## src/hw/rtl/crsp_pkg.sv

```systemverilog
// Shared types, constants and character helpers of the CAT status parser.
`default_nettype none
package crsp_pkg;

  localparam int unsigned BUFFER_LIMIT_DEF = 128;
  localparam int unsigned BUFFER_KEEP_DEF  = 64;

  localparam int unsigned VAL_W   = 42;
  localparam int unsigned ACC_W   = 41;
  localparam int unsigned MFREQ_W = 37;
  localparam int unsigned RIT_W   = 18;
  localparam int unsigned MTR_W   = 32;

  localparam logic [ACC_W-1:0] FREQ_CAP = {ACC_W{1'b1}};
  localparam logic [ACC_W-1:0] S32_MAX  = ACC_W'(32'h7FFF_FFFF);
  localparam logic [ACC_W-1:0] S32_LIM  = ACC_W'(32'h8000_0000);

  localparam logic [7:0] CH_SEMI  = 8'h3B;
  localparam logic [7:0] CH_QUERY = 8'h3F;
  localparam logic [7:0] CH_SPACE = 8'h20;
  localparam logic [7:0] CH_PLUS  = 8'h2B;
  localparam logic [7:0] CH_MINUS = 8'h2D;
  localparam logic [7:0] CH_ZERO  = 8'h30;
  localparam logic [7:0] CH_ONE   = 8'h31;
  localparam logic [7:0] CH_NINE  = 8'h39;

  typedef enum logic [2:0] {
    F_BYTE    = 3'd0,
    F_MENU    = 3'd1,
    F_CLEAR   = 3'd2,
    F_BATCH   = 3'd3,
    F_PUBLISH = 3'd4,
    F_RESET   = 3'd5
  } func_e;

  typedef enum logic [3:0] {
    K_FREQ, K_RIT, K_RITON, K_TX, K_MODE, K_RXVFO, K_TXVFO, K_SPLIT,
    K_VFOA, K_VFOB, K_CWOFS, K_SMETER, K_POWER, K_SWR, K_END, K_PUBEND
  } kind_e;

  typedef enum logic [1:0] {
    E_OK, E_ERROR, E_SHORT, E_UNKNOWN
  } endc_e;

  typedef enum logic [3:0] {
    C_IF, C_FA, C_FB, C_BIT, C_MD, C_MM, C_SM, C_PC, C_SW, C_UNK
  } code_e;

  typedef enum logic [2:0] {
    S_IDLE, S_WALK, S_DEC, S_EMIT, S_END
  } state_e;

  typedef struct packed {
    logic             step;
    logic             first;
    logic             sign_ok;
    logic [ACC_W-1:0] cap;
  } num_ctl_t;

  // Returns {valid, mode code}.
  function automatic logic [3:0] mode_code(input logic [7:0] c);
    logic [7:0] u;
    logic [3:0] r;
    u = c;
    if (c >= 8'h61 && c <= 8'h7A) u = c - 8'd32;
    case (u)
      8'h31, 8'h4C: r = 4'b1000;
      8'h32, 8'h55: r = 4'b1001;
      8'h33, 8'h43: r = 4'b1010;
      8'h34, 8'h46: r = 4'b1011;
      8'h35, 8'h41: r = 4'b1100;
      8'h36, 8'h44: r = 4'b1101;
      8'h37:        r = 4'b1110;
      8'h39:        r = 4'b1111;
      default:      r = 4'b0000;
    endcase
    return r;
  endfunction

  function automatic logic is_bit(input logic [7:0] c);
    return (c == CH_ZERO) || (c == CH_ONE);
  endfunction

endpackage
`default_nettype wire

```

## src/hw/rtl/crsp_ram.sv

```systemverilog
// Generic single-write, single-read RAM with registered read data.
`default_nettype none
module crsp_ram #(
  parameter int unsigned WIDTH = 8,
  parameter int unsigned DEPTH = 256
) (
  input  logic                     clk_i,
  input  logic                     we_i,
  input  logic [$clog2(DEPTH)-1:0] waddr_i,
  input  logic [WIDTH-1:0]         wdata_i,
  input  logic                     re_i,
  input  logic [$clog2(DEPTH)-1:0] raddr_i,
  output logic [WIDTH-1:0]         rdata_o
);

  logic [WIDTH-1:0] mem [DEPTH];
  logic [WIDTH-1:0] rdata_q;

  always_ff @(posedge clk_i) begin
    if (we_i) mem[waddr_i] <= wdata_i;
    if (re_i) rdata_q <= mem[raddr_i];
  end

  assign rdata_o = rdata_q;

endmodule
`default_nettype wire

```

## src/hw/rtl/crsp_num.sv

```systemverilog
// Shared decimal accumulator: one character per step, saturating at a cap.
`default_nettype none
module crsp_num import crsp_pkg::*; (
  input  logic             clk_i,
  input  logic             rst_ni,
  input  logic             clr_i,
  input  num_ctl_t         ctl_i,
  input  logic [7:0]       char_i,
  output logic [ACC_W-1:0] acc_o,
  output logic             neg_o,
  output logic             ok_o
);

  logic [ACC_W-1:0] acc_q, acc_d, acc_b, sat;
  logic             neg_q, neg_d, bad_q, bad_d, seen_q, seen_d, bad_b, seen_b;
  logic             is_sign, is_dig;
  logic [ACC_W+3:0] wide;
  logic [3:0]       dig;

  always_comb begin
    acc_b   = ctl_i.first ? '0 : acc_q;
    bad_b   = ctl_i.first ? 1'b0 : bad_q;
    seen_b  = ctl_i.first ? 1'b0 : seen_q;
    is_sign = ctl_i.first && ctl_i.sign_ok && (char_i == CH_PLUS || char_i == CH_MINUS);
    is_dig  = (char_i >= CH_ZERO) && (char_i <= CH_NINE);
    dig     = 4'(char_i - CH_ZERO);
    wide    = ({4'b0, acc_b} << 3) + ({4'b0, acc_b} << 1) + (ACC_W+4)'(dig);
    sat     = (wide > {4'b0, ctl_i.cap}) ? ctl_i.cap : wide[ACC_W-1:0];
    acc_d   = acc_q;
    neg_d   = neg_q;
    bad_d   = bad_q;
    seen_d  = seen_q;
    if (clr_i) begin
      acc_d  = '0;
      neg_d  = 1'b0;
      bad_d  = 1'b0;
      seen_d = 1'b0;
    end else if (ctl_i.step) begin
      acc_d  = acc_b;
      bad_d  = bad_b;
      seen_d = seen_b;
      neg_d  = ctl_i.first ? 1'b0 : neg_q;
      if (is_sign) begin
        neg_d = (char_i == CH_MINUS);
      end else if (is_dig) begin
        acc_d  = sat;
        seen_d = 1'b1;
      end else begin
        bad_d = 1'b1;
      end
    end
  end

  always_ff @(posedge clk_i or negedge rst_ni) begin
    if (!rst_ni) begin
      acc_q  <= '0;
      neg_q  <= 1'b0;
      bad_q  <= 1'b0;
      seen_q <= 1'b0;
    end else begin
      acc_q  <= acc_d;
      neg_q  <= neg_d;
      bad_q  <= bad_d;
      seen_q <= seen_d;
    end
  end

  assign acc_o = acc_q;
  assign neg_o = neg_q;
  assign ok_o  = seen_q && !bad_q;

endmodule
`default_nettype wire

```

## src/hw/rtl/cat_response_status_parser.sv

```systemverilog
// Top level of the CAT reply status parser: sequencer, status store and output register.
`default_nettype none
// Each item is one command. A received byte of 0x20 or above other than ';' is
// appended to a circular reply buffer held in a RAM; past BUFFER_LIMIT characters
// only the last BUFFER_KEEP are kept by moving the head pointer. A ';' that closes a
// non-empty reply walks the buffer through the single RAM read port, one
// character per cycle, feeding one shared decimal accumulator and the bit and mode
// decoders; a decide state, a pass over the 14 status fields (one compare and update
// per field, stalled by the output) and an end marker follow. A publish produces
// results only while the IF-reply or the dirty flag is set. Menu, clear, batch and
// soft-reset items are handled without leaving the idle state. The input stall is
// high while an item is being worked on. Results leave through an output register,
// so the last result of an item may still wait there while the next item is
// accepted. The reply buffer has no reset; only written entries are read.
module cat_response_status_parser import crsp_pkg::*; #(
  parameter int unsigned BUFFER_LIMIT = BUFFER_LIMIT_DEF,
  parameter int unsigned BUFFER_KEEP  = BUFFER_KEEP_DEF
) (
  input  logic              clk_i,
  input  logic              rst_ni,
  input  logic              in_valid_i,
  output logic              in_stall_o,
  input  logic [2:0]        func_i,
  input  logic [7:0]        byte_in_i,
  input  logic [13:0]       flag_mask_i,
  input  logic [7:0]        expected_count_i,
  input  logic              pending_kind_i,
  output logic              out_valid_o,
  input  logic              out_stall_i,
  output logic [3:0]        kind_o,
  output logic signed [VAL_W-1:0] value_o,
  output logic              present_o,
  output logic              changed_o,
  output logic [31:0]       sequence_res_o,
  output logic              batch_complete_o,
  output logic              menu_pending_o,
  output logic              last_o
);

  localparam int unsigned LW    = $clog2(BUFFER_LIMIT + 1);
  localparam int unsigned DEPTH = 1 << LW;

  state_e state_q, state_d;

  // Reply buffer bookkeeping and walk pointers.
  logic [LW-1:0] len_q, hd_q, rd_q, px_q;
  logic          pv_q;
  logic [7:0]    r0_q, rdata;
  code_e         code_q;
  kind_e         bitk_q;

  // Pending updates gathered during the walk.
  logic [13:0]      upd_q;
  logic [7:0]       nbit_q;
  logic             freqok_q, swclr_q, pub_q, ch_q;
  logic [ACC_W-1:0] freql_q;
  logic [MFREQ_W-1:0] freq_q;
  endc_e            endc_q;
  logic [3:0]       kcnt_q;

  // Status store.
  logic [MFREQ_W-1:0] mfreq_q;
  logic [RIT_W-1:0]   rit_q;
  logic [ACC_W-1:0]   vfoa_q, vfob_q;
  logic [7:0]         small_q;
  logic [MTR_W-1:0]   cw_q, sm_q, pc_q, swr_q;
  logic [13:0]        pres_q;
  logic               dirty_q, hadif_q, armed_q;
  logic [7:0]         exp_q, seen_q;
  logic [31:0]        snap_q;

  // Output register.
  logic             ov_q, pr_q, chg_q, bc_q, mn_q, last_q;
  logic [3:0]       kind_q;
  logic [VAL_W-1:0] val_q;
  logic [31:0]      seq_q;

  // Control.
  logic             accept, go_walk, go_pub, issue, out_free, fld_sel, emit_fld, adv, emit_end;
  logic             wr_en, proc;
  logic [LW-1:0]    waddr, raddr;
  num_ctl_t         nctl;
  logic [ACC_W-1:0] acc;
  logic             neg, nok;
  logic [VAL_W-1:0] sval, curv, newv;
  logic [3:0]       mc;

  function automatic code_e code_of(input logic [7:0] a, input logic [7:0] b);
    code_e r;
    r = C_UNK;
    if (a == 8'h49 && b == 8'h46) r = C_IF;
    else if (a == 8'h46 && b == 8'h41) r = C_FA;
    else if (a == 8'h46 && b == 8'h42) r = C_FB;
    else if (a == 8'h46 && (b == 8'h52 || b == 8'h54)) r = C_BIT;
    else if (a == 8'h53 && b == 8'h50) r = C_BIT;
    else if (a == 8'h54 && b == 8'h51) r = C_BIT;
    else if (a == 8'h4D && b == 8'h44) r = C_MD;
    else if (a == 8'h4D && b == 8'h4D) r = C_MM;
    else if (a == 8'h53 && b == 8'h4D) r = C_SM;
    else if (a == 8'h50 && b == 8'h43) r = C_PC;
    else if (a == 8'h53 && b == 8'h57) r = C_SW;
    return r;
  endfunction

  function automatic kind_e bitk_of(input logic [7:0] a, input logic [7:0] b);
    kind_e r;
    if (a == 8'h53) r = K_SPLIT;
    else if (a == 8'h54) r = K_TX;
    else if (b == 8'h52) r = K_RXVFO;
    else r = K_TXVFO;
    return r;
  endfunction

  // Bit position of a one-bit small field in the packed small-field byte.
  function automatic logic [2:0] bpos(input kind_e k);
    logic [2:0] r;
    case (k)
      K_RITON: r = 3'd0;
      K_TX:    r = 3'd1;
      K_RXVFO: r = 3'd5;
      K_TXVFO: r = 3'd6;
      default: r = 3'd7;
    endcase
    return r;
  endfunction

  crsp_ram #(.WIDTH(8), .DEPTH(DEPTH)) u_buf (
    .clk_i   (clk_i),
    .we_i    (wr_en),
    .waddr_i (waddr),
    .wdata_i (byte_in_i),
    .re_i    (issue),
    .raddr_i (raddr),
    .rdata_o (rdata)
  );

  crsp_num u_num (
    .clk_i  (clk_i),
    .rst_ni (rst_ni),
    .clr_i  (go_walk),
    .ctl_i  (nctl),
    .char_i (rdata),
    .acc_o  (acc),
    .neg_o  (neg),
    .ok_o   (nok)
  );

  // Control outputs of the sequencer.
  always_comb begin
    accept   = in_valid_i && (state_q == S_IDLE);
    go_walk  = accept && (func_i == F_BYTE) && (byte_in_i == CH_SEMI) && (len_q != '0);
    go_pub   = accept && (func_i == F_PUBLISH) && (hadif_q || dirty_q);
    wr_en    = accept && (func_i == F_BYTE) && (byte_in_i != CH_SEMI) &&
               (byte_in_i >= CH_SPACE);
    waddr    = hd_q + len_q;
    raddr    = hd_q + rd_q;
    issue    = (state_q == S_WALK) && (rd_q < len_q);
    proc     = (state_q == S_WALK) && pv_q;
    out_free = !ov_q || !out_stall_i;
    fld_sel  = pub_q || upd_q[kcnt_q];
    emit_fld = (state_q == S_EMIT) && fld_sel && out_free;
    adv      = (state_q == S_EMIT) && (!fld_sel || out_free);
    emit_end = (state_q == S_END) && out_free;
    in_stall_o = (state_q != S_IDLE);

    nctl = '{step: 1'b0, first: 1'b0, sign_ok: 1'b0, cap: FREQ_CAP};
    if (proc && px_q >= LW'(2)) begin
      case (code_q)
        C_IF: begin
          if (px_q <= LW'(12)) begin
            nctl.step  = 1'b1;
            nctl.first = (px_q == LW'(2));
          end else if (px_q >= LW'(18) && px_q <= LW'(22)) begin
            nctl.step    = 1'b1;
            nctl.first   = (px_q == LW'(18));
            nctl.sign_ok = 1'b1;
            nctl.cap     = S32_LIM;
          end
        end
        C_FA, C_FB: begin
          nctl.step  = 1'b1;
          nctl.first = (px_q == LW'(2));
        end
        C_MM, C_SM: begin
          nctl.step    = 1'b1;
          nctl.first   = (px_q == LW'(2));
          nctl.sign_ok = 1'b1;
          nctl.cap     = S32_LIM;
        end
        C_PC, C_SW: begin
          nctl.step  = 1'b1;
          nctl.first = (px_q == LW'(2));
          nctl.cap   = S32_MAX;
        end
        default: ;
      endcase
    end
  end

  // Next state.
  always_comb begin
    state_d = state_q;
    case (state_q)
      S_IDLE: begin
        if (go_walk) state_d = S_WALK;
        else if (go_pub) state_d = S_EMIT;
      end
      S_WALK: if (!issue && !pv_q) state_d = S_DEC;
      S_DEC:  state_d = S_EMIT;
      S_EMIT: if (adv && kcnt_q == 4'(K_SWR)) state_d = S_END;
      S_END:  if (emit_end) state_d = S_IDLE;
      default: state_d = S_IDLE;
    endcase
  end

  // Signed accumulator value (positive side clamped to S32_MAX) and mode code of rdata.
  always_comb begin
    if (neg) sval = VAL_W'(0) - {1'b0, acc};
    else sval = (acc > S32_MAX) ? {1'b0, S32_MAX} : {1'b0, acc};
    mc = mode_code(rdata);
  end

  // Current and candidate values of the field under the sweep.
  always_comb begin
    curv = '0;
    newv = '0;
    case (kind_e'(kcnt_q))
      K_FREQ:   begin curv = VAL_W'(mfreq_q); newv = VAL_W'(freq_q); end
      K_RIT:    begin curv = VAL_W'(signed'(rit_q)); newv = sval; end
      K_RITON:  begin curv = VAL_W'(small_q[0]); newv = VAL_W'(nbit_q[0]); end
      K_TX:     begin curv = VAL_W'(small_q[1]); newv = VAL_W'(nbit_q[1]); end
      K_MODE:   begin curv = VAL_W'(small_q[4:2]); newv = VAL_W'(nbit_q[4:2]); end
      K_RXVFO:  begin curv = VAL_W'(small_q[5]); newv = VAL_W'(nbit_q[5]); end
      K_TXVFO:  begin curv = VAL_W'(small_q[6]); newv = VAL_W'(nbit_q[6]); end
      K_SPLIT:  begin curv = VAL_W'(small_q[7]); newv = VAL_W'(nbit_q[7]); end
      K_VFOA:   begin curv = VAL_W'(vfoa_q); newv = VAL_W'(acc); end
      K_VFOB:   begin curv = VAL_W'(vfob_q); newv = VAL_W'(acc); end
      K_CWOFS:  begin curv = VAL_W'(signed'(cw_q)); newv = sval; end
      K_SMETER: begin curv = VAL_W'(signed'(sm_q)); newv = sval; end
      K_POWER:  begin curv = VAL_W'(signed'(pc_q)); newv = sval; end
      K_SWR:    begin curv = VAL_W'(signed'(swr_q)); newv = sval; end
      default:  ;
    endcase
  end

  always_ff @(posedge clk_i or negedge rst_ni) begin
    if (!rst_ni) begin
      state_q <= S_IDLE;
      len_q   <= '0;
      hd_q    <= '0;
      rd_q    <= '0;
      px_q    <= '0;
      pv_q    <= 1'b0;
      r0_q    <= '0;
      code_q  <= C_UNK;
      bitk_q  <= K_TX;
      upd_q   <= '0;
      nbit_q  <= '0;
      freqok_q <= 1'b0;
      freql_q <= '0;
      freq_q  <= '0;
      swclr_q <= 1'b0;
      pub_q   <= 1'b0;
      ch_q    <= 1'b0;
      endc_q  <= E_OK;
      kcnt_q  <= '0;
      mfreq_q <= '0;
      rit_q   <= '0;
      vfoa_q  <= '0;
      vfob_q  <= '0;
      small_q <= '0;
      cw_q    <= '0;
      sm_q    <= '0;
      pc_q    <= '0;
      swr_q   <= '0;
      pres_q  <= '0;
      dirty_q <= 1'b0;
      hadif_q <= 1'b0;
      armed_q <= 1'b0;
      exp_q   <= '0;
      seen_q  <= '0;
      snap_q  <= '0;
      ov_q    <= 1'b0;
      kind_q  <= '0;
      val_q   <= '0;
      pr_q    <= 1'b0;
      chg_q   <= 1'b0;
      seq_q   <= '0;
      bc_q    <= 1'b0;
      mn_q    <= 1'b0;
      last_q  <= 1'b0;
    end else begin
      state_q <= state_d;

      // Item intake.
      if (accept) begin
        case (func_i)
          F_BYTE: begin
            if (go_walk) begin
              rd_q    <= '0;
              pv_q    <= 1'b0;
              upd_q   <= '0;
              swclr_q <= 1'b0;
              pub_q   <= 1'b0;
              ch_q    <= 1'b0;
              kcnt_q  <= '0;
              if (seen_q != 8'hFF) seen_q <= seen_q + 8'd1;
            end else if (wr_en) begin
              if (len_q == LW'(BUFFER_LIMIT)) begin
                hd_q  <= hd_q + LW'(BUFFER_LIMIT + 1 - BUFFER_KEEP);
                len_q <= LW'(BUFFER_KEEP);
              end else begin
                len_q <= len_q + LW'(1);
              end
            end
          end
          F_MENU: armed_q <= pending_kind_i;
          F_CLEAR: begin
            if ((pres_q & flag_mask_i) != '0) begin
              pres_q  <= pres_q & ~flag_mask_i;
              dirty_q <= 1'b1;
            end
          end
          F_BATCH: begin
            hadif_q <= 1'b0;
            exp_q   <= expected_count_i;
            seen_q  <= '0;
          end
          F_PUBLISH: begin
            if (go_pub) begin
              snap_q <= snap_q + 32'd1;
              pub_q  <= 1'b1;
              kcnt_q <= '0;
            end
            dirty_q <= 1'b0;
            hadif_q <= 1'b0;
          end
          F_RESET: begin
            len_q   <= '0;
            hd_q    <= '0;
            mfreq_q <= '0;
            rit_q   <= '0;
            vfoa_q  <= '0;
            vfob_q  <= '0;
            small_q <= '0;
            cw_q    <= '0;
            sm_q    <= '0;
            pc_q    <= '0;
            swr_q   <= '0;
            pres_q  <= '0;
            dirty_q <= 1'b0;
            hadif_q <= 1'b0;
            armed_q <= 1'b0;
            exp_q   <= '0;
            seen_q  <= '0;
            snap_q  <= '0;
          end
          default: ;
        endcase
      end

      // Buffer walk: each read is decoded in the cycle after it is issued.
      if (state_q == S_WALK) begin
        pv_q <= issue;
        px_q <= rd_q;
        if (issue) rd_q <= rd_q + LW'(1);
      end
      if (proc) begin
        if (px_q == LW'(0)) begin
          r0_q <= rdata;
        end else if (px_q == LW'(1)) begin
          code_q <= code_of(r0_q, rdata);
          bitk_q <= bitk_of(r0_q, rdata);
        end else begin
          case (code_q)
            C_IF: begin
              if (px_q == LW'(18)) begin
                freql_q  <= acc;
                freqok_q <= nok;
              end
              if (px_q == LW'(23) && is_bit(rdata)) begin
                upd_q[K_RITON] <= 1'b1;
                nbit_q[0]      <= rdata[0];
              end
              if (px_q == LW'(28) && is_bit(rdata)) begin
                upd_q[K_TX] <= 1'b1;
                nbit_q[1]   <= rdata[0];
              end
              if (px_q == LW'(29) && mc[3]) begin
                upd_q[K_MODE] <= 1'b1;
                nbit_q[4:2]   <= mc[2:0];
              end
              if (px_q == LW'(30) && is_bit(rdata)) begin
                upd_q[K_RXVFO] <= 1'b1;
                nbit_q[5]      <= rdata[0];
              end
              if (px_q == LW'(32) && is_bit(rdata)) begin
                upd_q[K_SPLIT] <= 1'b1;
                nbit_q[7]      <= rdata[0];
              end
            end
            C_BIT: begin
              if (px_q == LW'(2) && is_bit(rdata)) begin
                upd_q[bitk_q]        <= 1'b1;
                nbit_q[bpos(bitk_q)] <= rdata[0];
              end
            end
            C_MD: begin
              if (px_q == LW'(2) && mc[3]) begin
                upd_q[K_MODE] <= 1'b1;
                nbit_q[4:2]   <= mc[2:0];
              end
            end
            default: ;
          endcase
        end
      end

      // Decide: numeric fields, reply-level flags and the end code.
      if (state_q == S_DEC) begin
        len_q  <= '0;
        endc_q <= E_OK;
        if (len_q == LW'(1)) begin
          if (r0_q == CH_QUERY) begin
            armed_q <= 1'b0;
            endc_q  <= E_ERROR;
          end else begin
            endc_q <= E_SHORT;
          end
        end else begin
          case (code_q)
            C_IF: begin
              hadif_q <= 1'b1;
              if (len_q > LW'(18)) begin
                freq_q        <= freql_q[MFREQ_W-1:0];
                upd_q[K_FREQ] <= freqok_q;
              end else begin
                freq_q        <= acc[MFREQ_W-1:0];
                upd_q[K_FREQ] <= (len_q >= LW'(13)) && nok;
              end
              upd_q[K_RIT] <= (len_q >= LW'(23)) && nok;
            end
            C_FA: upd_q[K_VFOA] <= nok;
            C_FB: upd_q[K_VFOB] <= nok;
            C_MM: begin
              if (armed_q) begin
                upd_q[K_CWOFS] <= nok;
                armed_q        <= 1'b0;
              end
            end
            C_SM: upd_q[K_SMETER] <= nok;
            C_PC: upd_q[K_POWER] <= nok;
            C_SW: begin
              if (len_q == LW'(2)) begin
                upd_q[K_SWR] <= pres_q[K_SWR];
                swclr_q      <= 1'b1;
              end else begin
                upd_q[K_SWR] <= nok;
              end
            end
            C_UNK: endc_q <= E_UNKNOWN;
            default: ;
          endcase
        end
      end

      // Field sweep, one field per step: compare, update, report; publish only reports.
      if (adv) kcnt_q <= kcnt_q + 4'd1;
      if (emit_fld && !pub_q) begin
        if (kcnt_q == 4'(K_SWR) && swclr_q) begin
          pres_q[K_SWR] <= 1'b0;
          ch_q          <= 1'b1;
        end else begin
          pres_q[kcnt_q] <= 1'b1;
          if (!pres_q[kcnt_q] || curv != newv) ch_q <= 1'b1;
          case (kind_e'(kcnt_q))
            K_FREQ:   mfreq_q <= freq_q;
            K_RIT:    rit_q <= sval[RIT_W-1:0];
            K_RITON:  small_q[0] <= nbit_q[0];
            K_TX:     small_q[1] <= nbit_q[1];
            K_MODE:   small_q[4:2] <= nbit_q[4:2];
            K_RXVFO:  small_q[5] <= nbit_q[5];
            K_TXVFO:  small_q[6] <= nbit_q[6];
            K_SPLIT:  small_q[7] <= nbit_q[7];
            K_VFOA:   vfoa_q <= acc;
            K_VFOB:   vfob_q <= acc;
            K_CWOFS:  cw_q <= sval[MTR_W-1:0];
            K_SMETER: sm_q <= sval[MTR_W-1:0];
            K_POWER:  pc_q <= sval[MTR_W-1:0];
            K_SWR:    swr_q <= sval[MTR_W-1:0];
            default:  ;
          endcase
        end
      end
      if (emit_end && !pub_q && ch_q) dirty_q <= 1'b1;

      // Output register.
      if (out_free) ov_q <= emit_fld || emit_end;
      if (emit_fld || emit_end) begin
        seq_q  <= snap_q;
        bc_q   <= (exp_q != '0) && (seen_q >= exp_q);
        mn_q   <= armed_q;
        last_q <= emit_end;
      end
      if (emit_fld) begin
        kind_q <= kcnt_q;
        if (pub_q) begin
          val_q <= curv;
          pr_q  <= pres_q[kcnt_q];
          chg_q <= 1'b0;
        end else if (kcnt_q == 4'(K_SWR) && swclr_q) begin
          val_q <= curv;
          pr_q  <= 1'b0;
          chg_q <= 1'b1;
        end else begin
          val_q <= newv;
          pr_q  <= 1'b1;
          chg_q <= !pres_q[kcnt_q] || (curv != newv);
        end
      end
      if (emit_end) begin
        kind_q <= pub_q ? K_PUBEND : K_END;
        val_q  <= pub_q ? '0 : VAL_W'(endc_q);
        pr_q   <= 1'b0;
        chg_q  <= pub_q ? 1'b1 : ch_q;
      end
    end
  end

  assign out_valid_o      = ov_q;
  assign kind_o           = kind_q;
  assign value_o          = val_q;
  assign present_o        = pr_q;
  assign changed_o        = chg_q;
  assign sequence_res_o   = seq_q;
  assign batch_complete_o = bc_q;
  assign menu_pending_o   = mn_q;
  assign last_o           = last_q;

endmodule
`default_nettype wire
```

## config.mk

```make
export PLATFORM = sky130hd
export DESIGN_NAME = cat_response_status_parser
export DESIGN_NICKNAME = d
export VERILOG_FILES = /design/src/hw/rtl/crsp_pkg.sv /design/src/hw/rtl/crsp_ram.sv /design/src/hw/rtl/crsp_num.sv /design/src/hw/rtl/cat_response_status_parser.sv
export SDC_FILE = /design/constraint.sdc
export NUM_CORES = 2
export LEC_CHECK = 0
export ABC_CLOCK_PERIOD_IN_PS = 14200
export BUFFER_PORTS_ARGS = -buffer_cell sky130_fd_sc_hd__buf_2
export CORE_MARGIN = 4
export CORE_UTILIZATION = 50
export CTS_BUF_LIST = sky130_fd_sc_hd__clkbuf_4
export DETAILED_ROUTE_END_ITERATION = 10
export GPL_ROUTABILITY_DRIVEN = 0
export PLACE_DENSITY_LB_ADDON = 0.25
export SETUP_SLACK_MARGIN = 0.1
export SYNTH_ARGS = -nofsm -noshare
export SYNTH_HDL_FRONTEND = slang
export SYNTH_SLANG_ARGS = --single-unit
```

## constraint.sdc

```tcl
create_clock -name clk_i -period 14.2 [get_ports clk_i]
set_input_delay 0.71 -clock clk_i [delete_from_list [all_inputs] [get_ports clk_i]]
set_output_delay 0.71 -clock clk_i [all_outputs]
set_load 0.01 [all_outputs]
```

==> run summary <==
The flow ran to the end, and the final reports show no timing, DRC or antenna violations. The average wire per cell in the routed design came out at between 20 and 30 microns. The worst-case clock skew came out at 0.144 ns.

The routed wire length is 316000 microns. The die outline height is 489 microns. Derived from the worst setup path, the maximum achievable clock frequency is 114 MHz.

In this run the horizontal extent of the chip is 489 microns. The total clock buffers created by CTS came out at 685. The element type at the critical path start is a register. Setup repair after global routing left no endpoint under its margin.

Max-cap violations in this run came to 0. The area taken by flip-flops and latches came out at 77300 sq um. The number of detailed-route iterations in the first pass is 8.

The number of cells on the worst reg-to-reg path is 31. The I/O pin count is 123. The post-synthesis instance area is roughly 120000 sq um. The dominant synthesized flop cell is edfxtp_1. The fraction of registers with async set/reset is about a quarter. The finished cells cover 129000 sq um.

The floorplan step defined a die boundary enclosing ~240000 sq um. The top cell type by area accounts for 53.3% of the synthesized area. In this run the worst hold path is classified as in -> reg. Setup total negative slack on the finished layout was measured at 0 ns.

The clock net in this run drives a total of ~2700 sinks. The worst setup path is captured at a register. The post-detailed-placement cell area is approximately 120000 sq um. The root cell of the clock tree is clkbuf_4. The sequential element share of the synthesized area is 66.7%. The delay contributed by the slowest stage of the critical path is 0.58 ns. The reg2reg setup slack is 5.45 ns. The via count of the first global-routing pass came out at between 70000 and 80000. The number of library cell types mapped by synthesis came out at 103.

The worst register-to-register path ends at u_num.acc_o[15]. The count of pins over their slew limit came out at 0. In this run the deepest clock path goes through 4 buffers. After technology mapping, the gate count stands at 7435. The number of antenna-violating nets in the routed design came out at 0. The slowest cell on the critical path is nor4_1. The leakage power total is 45.5 nW. The number of nets in the synthesized netlist is 7644. The most critical setup path has its startpoint at code_q[1].

The area inside the core boundary is 230000 sq um. Following the worst setup path forward leads to its endpoint at u_num.acc_o[15]. The number of input and output port buffers inserted is 122. In the global route stage, overall resource usage came out at 26.3%.

The remaining global-route overflow came out at 0. The number of synthesized register bits came out at 2679. The residual DRC count came out at 0. Of all nets on the critical path, the largest fanout is 47.

The worst IR drop on VDD came out at 181 uV. The number of placement rows is 176. The final core utilization is 55.8%. The data arrival time of the critical path came out at 9.91 ns.

The number of DRC markers after the initial detailed-route iteration came out at about 7900. The total setup violations reported at the end of the flow came out at 0. The wire length on met2 came out at about 150000 microns. The ratio of final minimum period to clock period is 61.6%. The mean instance size in the synthesized netlist is between 15 and 20 sq um.

Entering global routing, the biggest net connects about 180 pins. The number of antenna violations at the first check in global routing is 16. The initial utilization of the core area, before any placement, comes to 50.3%.

The biggest area contributor in the post-synthesis netlist is edfxtp_1. After clock tree synthesis, the clock-pin slew on the worst setup and hold paths is 0.06 ns. During synthesis, Yosys emitted a total of 0 warnings. The number of nets in the layout came out at 8140. The routed design uses 27500 microns of met3 wire. The area growth from synthesis to layout came out at 10.9%.

The endpoint required time on the critical path came out at 15.36 ns. The startpoint identified for the worst register-to-register timing path is code_q[1]. The fill cell instance count of the final layout is 18300. Counting flops with a built-in enable in the synthesized netlist gives 2056. The final critical-path required period is ~8.8 ns. The highest metal layer carrying signal wires in the routed design is met5.

TritonCTS built the clock tree. The total number of vias came out at 70900. The fraction of final layout cells with drive strength greater than 1 came out at 26.0%. The relative slew slack came out at 14.5%.

The wire length of the first global-routing pass came out at 468000 microns. For the pin with the worst max-slew slack, the measured transition is between 1 and 1.5 ns. Dividing total power by cell area gives a power density of 171 nW/um^2. After clock tree synthesis, the setup repair step added 0 buffers.

Ranked by total cell area, the synthesized netlist is headed by edfxtp_1 (53%), dfrtp_1 (13%), mux4_2 (13%). The multi-input gate area in the final layout came out at between 30000 and 40000 sq um. The mean number of vias per cell came out at about 6.2.

The wire length on met1 is 123000 microns. For the worst-skew pair, the clock arrives at the later sink with an insertion delay of 1.41 ns. The number of failing hold endpoints at the final stage is 0.

By startpoint and endpoint, the worst setup path is classified as reg -> reg. CTS built an H-tree with a depth of 6. The total half-perimeter wirelength after legalization and detailed placement came out at 195000 microns.
cell usage after synthesis (all sizes together) (71+ instances only):
cell type  count
inv          107
mux2          89
edfxtp      2056
xnor2         71
buf          147
dfrtp        619
nand3        298
nand2        557
mux4         680
a21oi        230
a22oi         85
nor2         526
o21ai        492
ha           167
clkbuf       350
metal layers:
| metal | GRT usage, % | vias up |
|---|---|---|
| met5 | 0 | - |
| met4 | 12.3 | 10 |
| met3 | 6.21 | 763 |
| met2 | 41.2 | 3500 |
| met1 | 35.2 | 36100 |
| li1 | - | 30600 |
state kept, by name, indices dropped and copies added, names as in the netlist, 37 cells and up:
name / count
freq_q: 37
mfreq_q: 37
vfoa_q: 41
freql_q: 37
vfob_q: 41
u_num.acc_o: 41
u_buf.mem: 2048
value_o: 42
logic make-up after synthesis:
logic type / share of synthesized area (%)
fa+ha+maj: 1.87
buf+inv: 2.04
xor+xnor: 1.06
flops: 66.7
simple gates: 7.10
mux: 14.6
compound gates: 6.65
per-stage QoR:
step | total power [mW] | setup WS [ns] | instances | hold slack, ns
after floorplan | 13.5 | 7.39 | 7435 | 0.414
after global placement | 15.8 | 5.79 | 10200 | 0.462
after detailed placement | 15.8 | 5.65 | 10200 | 0.469
after CTS | 22.1 | 5.57 | 11400 | 0.0101
after global routing | 23.0 | 4.88 | 11500 | 0.0587
final | 22.0 | 5.45 | 11500 | 0.142
worst min-delay path by stage:
stage                        startpoint          to  slack [ns]  cells after the start
finish              expected_count_i[7]    exp_q[7]        0.14                      4
global route        expected_count_i[7]    exp_q[7]        0.06                      4
CTS                 expected_count_i[2]    exp_q[2]        0.01                      4
detailed placement             upd_q[6]    upd_q[6]        0.47                      2
global placement             freql_q[8]  freql_q[8]        0.46                      2
floorplan                        rst_ni     armed_q        0.41                      0
report_power, final:
| part | switching, mW | internal, mW | total (mW) |
|---|---|---|---|
| logic | 3.80 | 2.89 | 6.69 |
| clock network | 3.09 | 3.26 | 6.34 |
| registers | 0.245 | 8.74 | 8.99 |
cell type report:
| class | instances | area share, % |
|---|---|---|
| sequential | 2679 | 60.1 |
| multi-input combinational | 4151 | 28.3 |
| clock buffer | 1002 | 5.85 |
| tap | 3026 | 2.94 |
| timing repair buffer | 306 | 1.78 |
| clock inverter | 167 | 0.589 |
| inverter | 108 | 0.315 |
| antenna | 14 | 0.0272 |
cells in the final DEF (no fill, tap or decap), drive strengths merged, types with 14 or more instances in the layout:
cell / count
a211oi: 29
nand3: 298
o211ai: 65
and2: 63
clkbuf: 1002
dlygate4sd3: 40
ha: 167
a31oi: 20
mux2: 89
edfxtp: 2056
o21ai: 492
mux2i: 57
and3: 48
clkinv: 141
xor2: 69
a221oi: 32
nand2b: 30
nor3: 55
or3: 19
o41ai: 14
diode: 14
o21bai: 15
mux4: 680
nor4: 32
o22ai: 22
or2: 17
nand4: 51
xnor2: 71
nor2b: 25
a22o: 33
nand2: 557
inv: 124
o21a: 17
o31ai: 21
a21oi: 230
dfrtp: 619
a21o: 60
a22oi: 85
buf: 266
nor2: 526
repair_timing:
item,in CTS,in global routing
hold endpoints to repair,661,0
hold buffers,41,0
gates resized for setup,0,0
critical path: cells and delay by family, from the launching register on:
family / cells / cell delay (ns)
adders and majority gates: 4 / 1.30
DFF: 1 / 0.51
buffers and inverters: 3 / 0.76
and+or+nand+nor: 15 / 3.74
AOI/OAI and AO/OA: 8 / 2.00
xor gates and xnor gates: 1 / 0.22
(Power assumes the default switching activity.)
